[src/dtpb_pkg.sv]
// ----------------------------------------------------------------------------
// dtpb_pkg
// shared constants and types of the dirty tile planar blitter
// ----------------------------------------------------------------------------
package dtpb_pkg;

   localparam int SCREEN_W    = 400;
   localparam int SCREEN_H    = 300;
   localparam int TILE_EDGE   = 8;
   localparam int DEST_STRIDE = 80;

   localparam int TILES_X   = (SCREEN_W + TILE_EDGE - 1) / TILE_EDGE;
   localparam int COL_W     = $clog2(TILES_X + 1);
   localparam int ROW_W     = $clog2(SCREEN_H + 1);
   localparam int PIX_DEPTH = SCREEN_H * TILES_X;
   localparam int PIX_AW    = $clog2(PIX_DEPTH);
   localparam int TX_AW     = $clog2(TILES_X);

   localparam int QDEPTH = 4;
   localparam int QAW    = 2;

   localparam logic CSR_OFFSET_X = 1'b0;
   localparam logic CSR_OFFSET_Y = 1'b1;

   typedef struct packed {
      logic [63:0] bytes;
      logic [2:0]  last_row;
      logic [15:0] dest;
   } job_type;

endpackage

[src/dtpb_back.sv]
// ----------------------------------------------------------------------------
// dtpb_back
// plays out a queued tile job as one result per row
// ----------------------------------------------------------------------------
module dtpb_back (
   input  logic              clock,
   input  logic              reset,
   input  logic              q_empty,
   output logic              q_pop,
   input  dtpb_pkg::job_type q_job,
   output logic              rsp_tvalid,
   input  logic              rsp_tready,
   output logic [23:0]       rsp_tdata,
   output logic              rsp_tlast
);
   import dtpb_pkg::*;

   logic        have_ff;
   job_type     job_ff;
   logic [2:0]  r_ff;
   logic [15:0] dest_ff;

   assign q_pop      = !have_ff && !q_empty;
   assign rsp_tvalid = have_ff;
   assign rsp_tlast  = r_ff == job_ff.last_row;
   assign rsp_tdata  = {job_ff.bytes[{r_ff, 3'b000} +: 8], dest_ff};

   always_ff @(posedge clock) begin
      if (reset) begin
         have_ff <= 1'b0;
      end else if (q_pop) begin
         have_ff <= 1'b1;
      end else if (have_ff && rsp_tready && rsp_tlast) begin
         have_ff <= 1'b0;
      end
   end

   always_ff @(posedge clock) begin
      if (q_pop) begin
         job_ff  <= q_job;
         r_ff    <= '0;
         dest_ff <= q_job.dest;
      end else if (have_ff && rsp_tready) begin
         r_ff    <= r_ff + 1'b1;
         dest_ff <= dest_ff + 16'(DEST_STRIDE);
      end
   end

endmodule

[config.mk]
export PLATFORM = sky130hd
export DESIGN_NAME = dtpb_back
export DESIGN_NICKNAME = d
export VERILOG_FILES = /design/src/dtpb_pkg.sv /design/src/dtpb_back.sv
export SDC_FILE = /design/constraint.sdc
export NUM_CORES = 1
export LEC_CHECK = 0
export BUFFER_PORTS_ARGS = -buffer_cell sky130_fd_sc_hd__clkbuf_2
export CAP_MARGIN = 25
export CORE_MARGIN = 1.5
export CORE_UTILIZATION = 51
export CTS_CLUSTER_SIZE = 16
export DETAILED_ROUTE_END_ITERATION = 16
export PLACE_DENSITY = 0.86
export SYNTH_ARGS = -nofsm -noshare
export SYNTH_HDL_FRONTEND = slang
export SYNTH_SLANG_ARGS = --single-unit
[constraint.sdc]
create_clock -name clock -period 3 [get_ports clock]
set_input_delay 0.3 -clock clock [delete_from_list [all_inputs] [get_ports clock]]
set_output_delay 0.3 -clock clock [all_outputs]
set_load 0.03 [all_outputs]
==> summary.md <==
| Metric | Value |
|---|---|
| Gp weighted congestion | `0.7504` |
| Post-synth EDFFs | `83` |
| DIE WIDTH | `86.96 um` |
| Leak | `about 1.8 nW` |
| Cts hold-fix bufs | `0` |
| Root Driver | `clkbuf_8` |
| Drt pass-1 iters | `4` |
| GR Util All Layers | `between 10% and 20%` |
| Core Area | `0.006794 mm2` |
| Top-count cell post-synth | `edfxtp_1` |
| Post-CTS Resized | `0` |
| Largest net degree at the start of global routing | `51` |
| Post-DP HPWL | `roughly 4500 um` |
| Tot Pwr | `~2.8 mW` |
| Crit-path cells | `mux4_1 -> mux2_4 -> clkbuf_2` |
| Area growth, synth to finish | `24.30%` |
| Final Max Tran Viols | `0` |
| Critical Path RT | `2.70 ns` |
| XOR/XNOR Fraction of Synth Area | `about 3.4%` |
| Crit path largest cell delay | `0.87 ns` |
| Initial core utilization | `52.91%` |
| DIE AREA | `~0.0076 mm2` |
| Worst path slowest cell | `dfxtp_1` |
| Clock Latency Late Sink | `0.35 ns` |
| Top-level I/O count | `roughly 110` |
| Hold Fails Final Rpt | `0` |
| Fin Setup TNS | `0 ns` |
| Fillers | `490` |
| Ys async rst share | `0%` |
| Initial antenna violation count | `0` |
| Setup crit end kind | `output port` |
| Period utilization | `around 80%` |
| Gr ovfl total | `0` |
| Drt drc | `0` |
| Adder-cell share of the synthesized area | `0.6961%` |
| Worst-path clk slew | `0.09 ns` |
| Number of diodes | `0` |
| Top cells by area in the synthesized netlist | `edfxtp_1 (69%), mux4_1 (6.6%), mux4_2 (4.4%)` |
| Maximum vdd drop | `0.4054 mV` |
| Largest family of logic cells by synthesized area | `multiplexers` |
| CTS tree | `done` |
| Maximum clock path buffer count | `2` |
| Max cap viols | `0` |
| Cell taking the most area after synthesis | `edfxtp_1` |
| Share of post-route cells with drive strength above 1 | `between 40% and 50%` |
| Final ANT Viol Nets | `0` |
| Simple-gate share of the synthesized area | `4.142%` |
| Mux cell area share after synthesis | `15.14%` |
| WP data arrival | `2.10 ns` |
| CTS H-Tree Depth | `3` |
| # Post-CTS Setup Buffers | `0` |
| Crit path time final | `2.397 ns` |
| Hold Crit Class | `primary input to flip-flop` |
| Rows | `30` |
| Vias in the first global route | `2015` |
| Syn_area_per_cell | `18.72 um2` |
| Unique masters post-synth | `27` |
| Vias | `2084` |
| Final setup viols | `0` |
| Fmax | `417.2 MHz` |
| Syn Nets | `281` |
| Dominant synthesized flop cell | `edfxtp_1` |
| CTS buffer count | `9` |
| Synth warn | `0` |
| Kind of critical path | `flip-flop to output port` |
| RSZ-0062 raised after global routing | `no` |
| Power Density | `620.0 mW/mm2` |
| IO Port Bufs | `113` |
| Synthesized area | `0.003595 mm2` |
| Wire length per cell | `around 15 um` |
| Via density | `5.034` |
| Total Routed Length | `6364 um` |
| Final #Nets | `between 400 and 500` |
| Clock sink count | `87` |
| Critical Path Fanout Max | `20` |
| First-pass GRT wire length | `9487 um` |
| Worst slew margin | `between 40% and 50%` |
| Post-synthesis compound-gate area fraction | `3.411%` |
| Post-synth top cells | `edfxtp_1 (83), nand2_1 (17), o21ai_0 (17)` |
| Synthesized flop and latch total | `between 80 and 90` |
| Top cell type's share of synthesized area | `69.34%` |
| Setup Skew | `around 0.007 ns` |
| Status | `complete, no violations` |
| Sequential fraction of the synthesis area | `71.56%` |
| Tightest Pin Transition | `0.8241 ns` |
| Mapped Cells | `192` |
| Drt initial violations | `64` |
| Startpoint Class | `flip-flop` |
| Die Y-Extent | `86.96 um` |
[flip-flops by register name, summed over array words and instances (netlist names)]
| name | count |
|---|---|
| r_ff | 3 |
| dest_ff | 16 |
| rsp_tvalid | 1 |
| job_ff | 67 |
[routing by layer]
layer  part of all wire [%]  global-route usage, %  routed length, um
met4                    2.8                  9.384                177
met3                    4.1                  4.265                259
met1                     42                  20.95               2657
met5                      0                      0                  0
met2                     51                  28.40               3270
[logic make-up after synthesis]
group                    count (synthesis)
flip-flops                              87
AND/OR/NAND/NOR                         32
multiplexers                            27
AO/OA/AOI/OAI                           22
XOR/XNOR                                14
buffers and inverters                    8
adder cells (fa/ha/maj)                  2
[worst paths after layout]
path / start / to / slack [ns] / cells past startpoint
hold reg to reg: rsp_tvalid$_SDFFE_PP0P_ / r_ff[1]$_SDFFE_PP0P_ / 0.62 / 2
hold / removal: reset / rsp_tvalid$_SDFFE_PP0P_ / 0.1 / 2
setup reg to reg: rsp_tvalid$_SDFFE_PP0P_ / dest_ff[11]$_DFFE_PP_ / 1.17 / 3
setup / recovery: r_ff[1]$_SDFFE_PP0P_ / rsp_tdata[23] / 0.60 / 3
[cell usage in the layout, fill, tap and decap left out, types with 4 or more instances in the layout]
master and count:
and2_1 4, buf_4 5, clkbuf_2 113, clkbuf_8 9, dfxtp_1 4, edfxtp_1 83
mux2_2 4, mux2_4 7, mux4_1 9, mux4_2 7, nand2_1 17, o21ai_0 17
xnor2_1 5, xor2_1 9
[worst max-delay path: cells and delay by family (launching register included)]
family	cells	cell delay [ns]
DFF	1	0.87
muxes	2	0.69
buffers and inverters	1	0.19
[layout make-up]
cell class	instances	area (um2)	share of cell area [%]
sequential	87	2572	57.57
timing repair buffer	118	603.1	13.50
multi-input combinational	97	970.9	21.73
clock inverter	7	77.57	1.736
tap	96	120.1	2.688
clock buffer	9	123.9	2.772
[stage by stage]
stage          utilization (%)  hold slack (ns)  setup slack [ns]  std cells  cell area (um2)
2_1_floorplan                -           0.3721            0.2167        192             3595
3_3_place_gp             62.80           0.4689            0.9872        398             4267
3_5_place_dp             62.80           0.4674            0.9163        398             4267
4_1_cts                  65.76          0.08377            0.5239        414             4468
5_1_grt                  65.76          0.08700            0.4750        414             4468
6_report                 65.76          0.09962            0.6029        414             4468
[power breakdown]
part | leakage [nW] | internal [mW] | switching, mW | total (mW)
Combinational | 0.838 | 0.207 | 0.246 | 0.453
Sequential | 0.828 | 1.44 | 0.0582 | 1.49
Clock | 0.106 | 0.397 | 0.427 | 0.824
Total | 1.77 | 2.04 | 0.731 | 2.77
Power figures use the tool's default switching activity.
