[config.mk]
export PLATFORM = sky130hd
export DESIGN_NAME = dtpb_queue
export DESIGN_NICKNAME = d
export VERILOG_FILES = /design/src/dtpb_pkg.sv /design/src/dtpb_queue.sv
export SDC_FILE = /design/constraint.sdc
export NUM_CORES = 1
export LEC_CHECK = 0
export ABC_AREA = 1
export BUFFER_PORTS_ARGS = -buffer_cell sky130_fd_sc_hd__clkbuf_2
export CORE_MARGIN = 2
export CORE_UTILIZATION = 35
export DETAILED_ROUTE_END_ITERATION = 10
export PLACE_DENSITY_LB_ADDON = 0.12
export SETUP_SLACK_MARGIN = 0.5
export SLEW_MARGIN = 15
export SYNTH_ARGS = -nofsm -noshare
export SYNTH_HDL_FRONTEND = slang
export SYNTH_SLANG_ARGS = --single-unit
[constraint.sdc]
create_clock -name clock -period 4.2 [get_ports clock]
set_input_delay 0.84 -clock clock [delete_from_list [all_inputs] [get_ports clock]]
set_output_delay 0.84 -clock clock [all_outputs]
set_load 0.02 [all_outputs]
[src/dtpb_pkg.sv]
// ----------------------------------------------------------------------------
// dtpb_pkg
// shared constants and types of the dirty tile planar blitter
// ----------------------------------------------------------------------------
package dtpb_pkg;

   localparam int SCREEN_W    = 400;
   localparam int SCREEN_H    = 300;
   localparam int TILE_EDGE   = 8;
   localparam int DEST_STRIDE = 80;

   localparam int TILES_X   = (SCREEN_W + TILE_EDGE - 1) / TILE_EDGE;
   localparam int COL_W     = $clog2(TILES_X + 1);
   localparam int ROW_W     = $clog2(SCREEN_H + 1);
   localparam int PIX_DEPTH = SCREEN_H * TILES_X;
   localparam int PIX_AW    = $clog2(PIX_DEPTH);
   localparam int TX_AW     = $clog2(TILES_X);

   localparam int QDEPTH = 4;
   localparam int QAW    = 2;

   localparam logic CSR_OFFSET_X = 1'b0;
   localparam logic CSR_OFFSET_Y = 1'b1;

   typedef struct packed {
      logic [63:0] bytes;
      logic [2:0]  last_row;
      logic [15:0] dest;
   } job_type;

endpackage

[src/dtpb_queue.sv]
// ----------------------------------------------------------------------------
// dtpb_queue
// short job queue between the diff front and the blit back
// ----------------------------------------------------------------------------
module dtpb_queue (
   input  logic              clock,
   input  logic              reset,
   input  logic              push,
   input  dtpb_pkg::job_type push_job,
   output logic              full,
   input  logic              pop,
   output logic              empty,
   output dtpb_pkg::job_type pop_job
);
   import dtpb_pkg::*;

   job_type        mem_ff [QDEPTH];
   logic [QAW-1:0] wr_ff, rd_ff;
   logic [QAW:0]   cnt_ff;

   assign full    = cnt_ff == (QAW + 1)'(QDEPTH);
   assign empty   = cnt_ff == '0;
   assign pop_job = mem_ff[rd_ff];

   always_ff @(posedge clock) begin
      if (reset) begin
         wr_ff  <= '0;
         rd_ff  <= '0;
         cnt_ff <= '0;
      end else begin
         if (push) wr_ff <= wr_ff + 1'b1;
         if (pop)  rd_ff <= rd_ff + 1'b1;
         cnt_ff <= cnt_ff + (QAW + 1)'(push) - (QAW + 1)'(pop);
      end
   end

   always_ff @(posedge clock) begin
      if (push) mem_ff[wr_ff] <= push_job;
   end

`ifndef ASSERT_OFF
   a_no_overflow: assert property (@(posedge clock) disable iff (reset)
      full |-> !push) else $error("job pushed into full queue");
   a_no_underflow: assert property (@(posedge clock) disable iff (reset)
      empty |-> !pop) else $error("job popped from empty queue");
   a_count_range: assert property (@(posedge clock) disable iff (reset)
      cnt_ff <= (QAW + 1)'(QDEPTH)) else $error("queue count out of range");
`endif

endmodule

==> out/qor.txt, run 1 <==
Setup Buffers After CTS -> 0
Routed WL -> 27100 um
Via count -> 7776
Compound-Gate Fraction of Synth Area -> 11.1%
Post-Syn Instances -> 1024
Core box area -> 37800 um^2
Beginning of the worst hold path -> rd_ff[1]
Final Setup Violations -> 0
Residual DRC -> 0
Post-synthesis mux area share -> 0%
Cts hold-fix bufs -> 0
Crit Path Class -> flop to primary output
Share of layout cells above drive strength 1 -> 19.6%
Bufs on Longest Clock Path -> 3
Initial DRC count -> 343
Post-synthesis adder-cell area fraction -> 0.704%
HPWL after detailed placement -> 15400 um
Nets -> 1286
Flops & latches, synth -> 341
Register area share after synthesis -> 75.1%
Cts repair resizes -> 0
Multi-input gate area in the final layout -> 2280 um^2
Critical R2R Capture -> mem_ff[0][24]
Max Slew Vio Count -> 0
Synth Cell Area -> 13500 um^2
Grt total ovfl -> 0
Num rows -> 71
Sink Count -> 341
Post-Layout Inst Area -> 16000 um^2
FF+latch area -> 10200 um^2
IR drop worst, VDD -> 0.000279 V
Clk slew on worst S/H paths -> 50 ps
Crit Path Max Fanout -> 49
Reg2Reg Setup Slack -> 2240 ps
Largest family of logic cells by synthesized area -> compound AO/OA/AOI/OAI gates
Starting density of the core -> 35.7%
Worst EP arrival -> 2160 ps
Critical path launch point type -> flop
Maxcap violations -> 0
Reg2reg start -> wr_ff[0]
Die H -> 200 um
Dpl ws -> 1680 ps
Hold Path Depth -> 2
Area delta synth->final -> 18.6%
Fin worst setup slack -> 1200 ps
Clock Latency Late Sink -> 520 ps
Final TNS setup -> 0 ps
Final hold violations -> 0
Die area -> 40200 um^2
Initial antenna violation count -> 2
Yosys warning count -> 0
Vias per inst -> 4.50
Gr usage total -> 13.5%
Pwr dens -> 496 nW/um^2
Vias in the first global route -> 7452
Root buffer cell -> clkbuf_16
Post-Synth XOR/XNOR Area -> 0%
Status -> finished clean
ANT nets after route -> 0
Avg Inst Size Synth -> 13.2 um^2
Fin crit period -> 3000 ps
Post-Synth Simple-Gate Area -> 5.02%
Slew margin rel. -> 57.8%
TritonRoute pass-1 iters -> 4
CTS tree -> built
Hold Crit Class -> flop to flop
Commonest non-fill, non-tap cell in the layout -> edfxtp_1
Routability Congestion -> 0.682
Die X -> 200 um
Worst-margin pin slew -> 633 ps
Syn_nets -> 1118
Fillers -> 3599
RSZ-0062 raised after global routing -> false
CTS Buf Count -> 38
IO buf count -> 171
Part of the cycle the worst path needs -> 71.4%
Dpl cell area -> 14800 um^2
Register-to-Register Path Depth -> 5
Max Clock Skew -> 13.0 ps
H-tree Lvls -> 2
CP Capture Type -> primary output
ANT cells -> 0
Post-layout util -> 42.3%
Synth cell types -> 18
Routed length per instance -> 15.7 um
Pleak -> 0.00622 uW
First-pass GRT wire length -> 42400 um
Req. time, crit path -> 3360 ps
Pin count of the biggest net entering global routing -> 129
Most frequent cells in the layout -> edfxtp_1, inv_1, nand2_1
Maximum clock frequency -> 333 MHz
Top Ports -> 172
report_power, final:
part           internal, uW  switching [uW]
clock                  1980            1250
combinational           233             548
sequential             3890            46.1
state kept, by name, summed over array words and instances, names as in the netlist, named ones only:
name	flops
mem_ff	332
cnt_ff	3
rd_ff	2
wr_ff	2
synthesized netlist by cell type:
master,n,share of area (%)
inv_1,182,5.1
nor3_1,1,0.037
buf_6,17,1.4
dfxtp_1,9,1.3
a21oi_1,89,3.3
fa_1,1,0.15
ha_1,6,0.56
clkbuf_1,2,0.056
nand2_1,174,4.8
o21ai_1,40,1.5
edfxtp_1,332,74
buf_2,27,1.0
buf_4,7,0.39
nand3_1,1,0.037
o211ai_1,83,4.6
nor2_1,4,0.11
clkbuf_2,2,0.074
o21ai_0,47,1.7
cells by family after synthesis:
kind of cell    count (synthesis)
compound gates                259
buf+inv                       237
simple gates                  180
flops                         341
fa+ha+maj                       7
stage by stage:
| step | hold slack (ps) | total power (uW) | instances |
|---|---|---|---|
| 2_1_floorplan | 436 | 4520 | 1024 |
| 3_3_place_gp | 446 | 4810 | 1663 |
| 3_5_place_dp | 442 | 4820 | 1663 |
| 4_1_cts | 457 | 8080 | 1728 |
| 5_1_grt | 485 | 8310 | 1728 |
| 6_report | 462 | 7950 | 1728 |
critical path, stage by stage (launching register included):
cell      delay (ps)
dfxtp_4          600
buf_4            520
o211ai_1         170
nand2_1          120
clkbuf_2         180
area by class of cell:
type	count	area share, %
timing repair buffer	183	6.45
clock buffer	51	6.76
sequential	341	63.4
clock inverter	14	0.859
inverter	182	4.31
multi-input combinational	446	14.2
tap	511	3.99
routing by layer:
metal  GRT usage (%)  wire length (um)  up-vias
met5               0                25        -
met4            4.23               527        4
met3            3.56              1310       48
met2            21.7             12700      123
met1            17.9             12600     3703
li1                -                 -     3898
worst max path at each step:
stage / start / to
3_5_place_dp: flop / pop_job[31]
3_3_place_gp: flop / pop_job[31]
2_1_floorplan: push / mem_ff[2][0]
4_1_cts: flop / pop_job[31]
5_1_grt: flop / pop_job[34]
6_report: flop / pop_job[37]
Power figures use the tool's default switching activity.
==> run 2, diff against run 1 <==
- ABC_AREA: 1 -> 0
- clock period: 4.2 -> 2.46 ns (I/O delays scaled with it)
==> out/qor.txt, run 2 <==
Status -> finished clean
Biggest regs -> mem_ff x332, cnt_ff x3
Root buffer cell -> clkbuf_16
Post-Syn Instances -> 475
CP Capture Type -> primary output
Hold Crit Class -> primary input to flop
ANT nets after route -> 0
Max Slew Vio Count -> 0
Top Ports -> 172
First-pass GRT wire length -> 38300 um
Routed WL -> 25700 um
Flops & latches, synth -> 341
Routed length per instance -> 22.0 um
Maxcap violations -> 0
Die X -> 192 um
Top-area cell type share of the netlist area -> 80.3%
Grt met2 use -> 25.0%
Initial antenna violation count -> 0
HPWL after detailed placement -> 15100 um
Residual DRC -> 0
Routability Congestion -> 0.666
ANT cells -> 0
Reg2Reg Setup Slack -> 790 ps
Final Setup Violations -> 0
Worst EP arrival -> 1960 ps
Gr usage total -> 14.2%
Avg Inst Size Synth -> 26.1 um^2
IR drop worst, VDD -> 0.000528 V
Slew margin rel. -> 65.9%
Fin crit period -> 2450 ps
Die H -> 192 um
Grt met1 use -> 17.6%
Area leader, netlist -> edfxtp_1
Max FFs per register -> 332
H-tree Lvls -> 2
Core box area -> 34700 um^2
Area delta synth->final -> 26.5%
TritonRoute pass-1 iters -> 6
Final hold violations -> 0
Clock Latency Late Sink -> 520 ps
RSZ-0062 raised after global routing -> true
Ranking of synthesized cells by area -> edfxtp_1, mux4_2, dfxtp_1
Critical path launch point type -> flop
Maximum clock frequency -> 408 MHz
CTS Buf Count -> 38
Min Hold Slack -> 194 ps
Most frequent cells in the layout -> edfxtp_1, clkbuf_2, mux4_2
Post-layout util -> 45.2%
Most common library cells after synthesis -> edfxtp_1, mux4_2, buf_2, dfxtp_1, buf_6
Asr flop ratio synth -> 0%
Pin count of the biggest net entering global routing -> 53
Top Usage Layer GRT -> met2
Vias per inst -> 4.85
Number of synthesized flops with an enable pin -> 332
Fillers -> 2947
Die area -> 37000 um^2
Crit Path Class -> flop to primary output
Register area share after synthesis -> 81.7%
Worst-margin pin slew -> 511 ps
Share of layout cells above drive strength 1 -> 46.6%
Clk slew on worst S/H paths -> 60 ps
Grt total ovfl -> 0
Commonest non-fill, non-tap cell in the layout -> edfxtp_1
Initial DRC count -> 235
Largest Register -> mem_ff
Met3 Resource Use GR -> 3.24%
CTS tree -> built
Power Total -> 13400 uW
Top-count cell post-synth -> edfxtp_1
Bufs on Longest Clock Path -> 3
Yosys warning count -> 0
Num rows -> 68
Sink Count -> 341
Crit Path Max Fanout -> 8
Req. time, crit path -> 1970 ps
Predominant post-synthesis flop cell -> edfxtp_1
Synth Cell Area -> 12400 um^2
Pwr dens -> 856 nW/um^2
Cts hold-fix bufs -> 0
IO buf count -> 171
Vias in the first global route -> 6306
Synth cell types -> 20
Starting density of the core -> 35.8%
Nets -> 789
Via count -> 5673
Syn_nets -> 569
Max Clock Skew -> 10.5 ps
Pleak -> 0.00531 uW
Part of the cycle the worst path needs -> 99.6%
-- run 2: per-layer routing --
metal | share of wire (%) | vias to the layer above
li1 | - | 2478
met4 | 2.2 | 0
met3 | 5.6 | 47
met2 | 52 | 150
met5 | 0 | -
met1 | 40 | 2998
-- run 2: report_power, final --
part	total [uW]	switching [uW]	leakage, uW	internal (uW)
logic	1770	917	0.00166	853
clock network	4920	2050	0.000521	2870
registers	6750	68.2	0.00313	6680
-- run 2: layout make-up --
type                            count  area (um^2)  area share [%]
Sequential cell                   341        10200            64.7
Multi-Input combinational cell    110         2120            13.5
Timing Repair Buffer              198         1770            11.3
Clock buffer                       48         1010            6.43
Tap cell                          455          569            3.63
Clock inverter                     12         58.8           0.375
Inverter                            6         22.5           0.143
-- run 2: worst paths after layout --
kind	start	endpoint	cells past startpoint
setup reg to reg	wr_ff[0]	mem_ff[2][0]	4
hold reg to reg	rd_ff[1]	flop	2
setup / recovery	flop	pop_job[41]	5
hold / removal	push_job[13]	mem_ff[2][13]	1
-- run 2: cells by family after synthesis --
| group | Yosys count | share of synthesized area (%) |
|---|---|---|
| AO/OA/AOI/OAI | 2 | 0.121 |
| XOR/XNOR | 3 | 0.333 |
| adder cells (fa/ha/maj) | 7 | 0.766 |
| buffers and inverters | 24 | 1.30 |
| flip-flops | 341 | 81.7 |
| multiplexers | 84 | 15.1 |
| AND/OR/NAND/NOR | 14 | 0.605 |
-- run 2: timing repair --
| action | CTS | global route |
|---|---|---|
| cloned | 5 | 1 |
| resized for setup | 67 | 90 |
| setup buffers | 4 | 0 |
| setup endpoints to repair | 83 | 83 |
| endpoints found under the hold margin | 0 | 0 |
-- run 2: critical path, stage by stage, from the launching register on --
cell     delay [ps]
dfxtp_4         370
buf_12          130
buf_12          120
buf_16          140
mux4_2          520
buf_8           150
-- run 2: metrics by stage --
stage	cell area, um^2	TNS, ps	std cells	setup WS, ps
3_3_place_gp	14000	0	1100	508
5_1_grt	15700	-1870	1170	-59.0
2_1_floorplan	12400	0	475	734
4_1_cts	15500	-902	1169	-42.2
3_5_place_dp	14000	0	1100	509
6_report	15700	0	1170	9.73
==> run 3, diff against run 2 <==
- CELL_PAD_IN_SITES_DETAIL_PLACEMENT: not set -> 0
- CELL_PAD_IN_SITES_GLOBAL_PLACEMENT: not set -> 1
==> out/qor.txt, run 3 (synthesis results as in run 2) <==
Share of layout cells above drive strength 1 -> 47.4%
Residual DRC -> 0
Critical path launch point type -> flop
IO buf count -> 171
Clock Latency Late Sink -> 510 ps
Dpl cells -> 1104
Final Setup Violations -> 0
Initial antenna violation count -> 1
CP Capture Type -> primary output
IR drop worst, VDD -> 0.000508 V
Die area -> 37000 um^2
Top Usage Layer GRT -> met2
Nets -> 796
Hold Path Depth -> 1
Fin crit period -> 2420 ps
RSZ-0062 raised after global routing -> true
CTS Buf Count -> 38
Part of the cycle the worst path needs -> 98.5%
Slew margin rel. -> 72.1%
Routed WL -> 25800 um
Finished Layout Cells -> 1185
Post-layout util -> 45.9%
Core box area -> 34700 um^2
Routability Congestion -> 0.682
Req. time, crit path -> 1970 ps
Grt total ovfl -> 0
Power Total -> 13800 uW
Sink Count -> 341
Maxcap violations -> 0
CTS tree -> built
Most frequent cells in the layout -> edfxtp_1, clkbuf_2, mux4_2
Crit Path Max Fanout -> 10
Cts hold-fix bufs -> 0
Area delta synth->final -> 28.2%
Hold Crit Class -> primary input to flop
Status -> finished clean
Max FFs per register -> 332
Worst-margin pin slew -> 418 ps
Vias in the first global route -> 6345
Die X -> 192 um
TritonRoute pass-1 iters -> 6
Maximum clock frequency -> 412 MHz
Initial DRC count -> 288
Final hold violations -> 0
Vias per inst -> 4.77
HPWL after detailed placement -> 15500 um
Register-to-Register Path Depth -> 7
Via count -> 5657
Grt met1 use -> 18.2%
Grt met2 use -> 23.7%
Max Clock Skew -> 5.46 ps
Pin count of the biggest net entering global routing -> 47
First-pass GRT wire length -> 38300 um
H-tree Lvls -> 2
Top Ports -> 172
Die H -> 192 um
Pleak -> 0.00541 uW
Routed length per instance -> 21.8 um
Gr usage total -> 14.1%
Starting density of the core -> 35.8%
Bufs on Longest Clock Path -> 3
ANT cells -> 0
Root buffer cell -> clkbuf_16
Clk slew on worst S/H paths -> 50 ps
Commonest non-fill, non-tap cell in the layout -> edfxtp_1
Max Slew Vio Count -> 0
Pwr dens -> 865 nW/um^2
Worst EP arrival -> 1930 ps
Crit Path Class -> flop to primary output
Num rows -> 68
Met3 Resource Use GR -> 3.47%
Biggest regs -> mem_ff x332, cnt_ff x3
Largest Register -> mem_ff
ANT nets after route -> 0
run 3: changes by cell type in the layout (fill, tap and decap cells not counted), moves of 3 or more:
cell	previous run	this run
clkbuf_2	111	116
clkbuf_16	40	43
clkbuf_4	3	13
clkbuf_1	9	6
buf_6	17	11
buf_2	13	1
buf_16	7	4
buf_8	27	37
clkinv_1	6	11
run 3: area by class of cell:
cell class | count | area, um^2
flip-flops and latches | 341 | 10200
fillers | 2951 | 18800
multi-input cells | 110 | 2120
clock inverters | 23 | 164
clock buffers | 45 | 998
well taps | 455 | 569
repair buffers | 205 | 1890
inverters | 6 | 22.5
run 3: where the power goes:
group          total [uW]  switching [uW]  internal [uW]  leakage (uW)
Combinational        1790             913            878       0.00172
Clock                5220            2120           3100      0.000566
Sequential           6750            75.5           6680       0.00313
run 3: metrics by stage:
stage	area (um^2)	hold WS (ps)	setup slack (ps)	TNS, ps
detailed placement	14100	521	324	0
finish	15900	202	35.7	0
global route	15900	185	-49.8	-1580
floorplan	12400	492	734	0
global placement	14100	500	317	0
CTS	15700	174	-20.3	-93.8
run 3: final timing paths:
path	from	to	slack, ps
worst min register to register	rd_ff[1]	flop	530
worst min-delay path	push_job[15]	mem_ff[0][15]	200
worst max-delay path	flop	pop_job[73]	40
worst max register to register	cnt_ff[0]	cnt_ff[2]	820
run 3: per-layer routing:
layer / wire length (um) / vias to the layer above
met4: 507 / 2
met1: 10700 / 2974
met3: 1450 / 37
met2: 13200 / 135
met5: 13 / -
li1: - / 2509
run 3: critical path, stage by stage (launching register included):
cell and delay, ps:
dfxtp_4 390, buf_12 160, buf_16 160, mux4_2 530, buf_4 180
run 3: repair_timing:
action	4_1_cts	5_1_grt
setup endpoints to repair	83	83
cloned	2	4
gates resized for setup	92	57
setup buffers	7	0
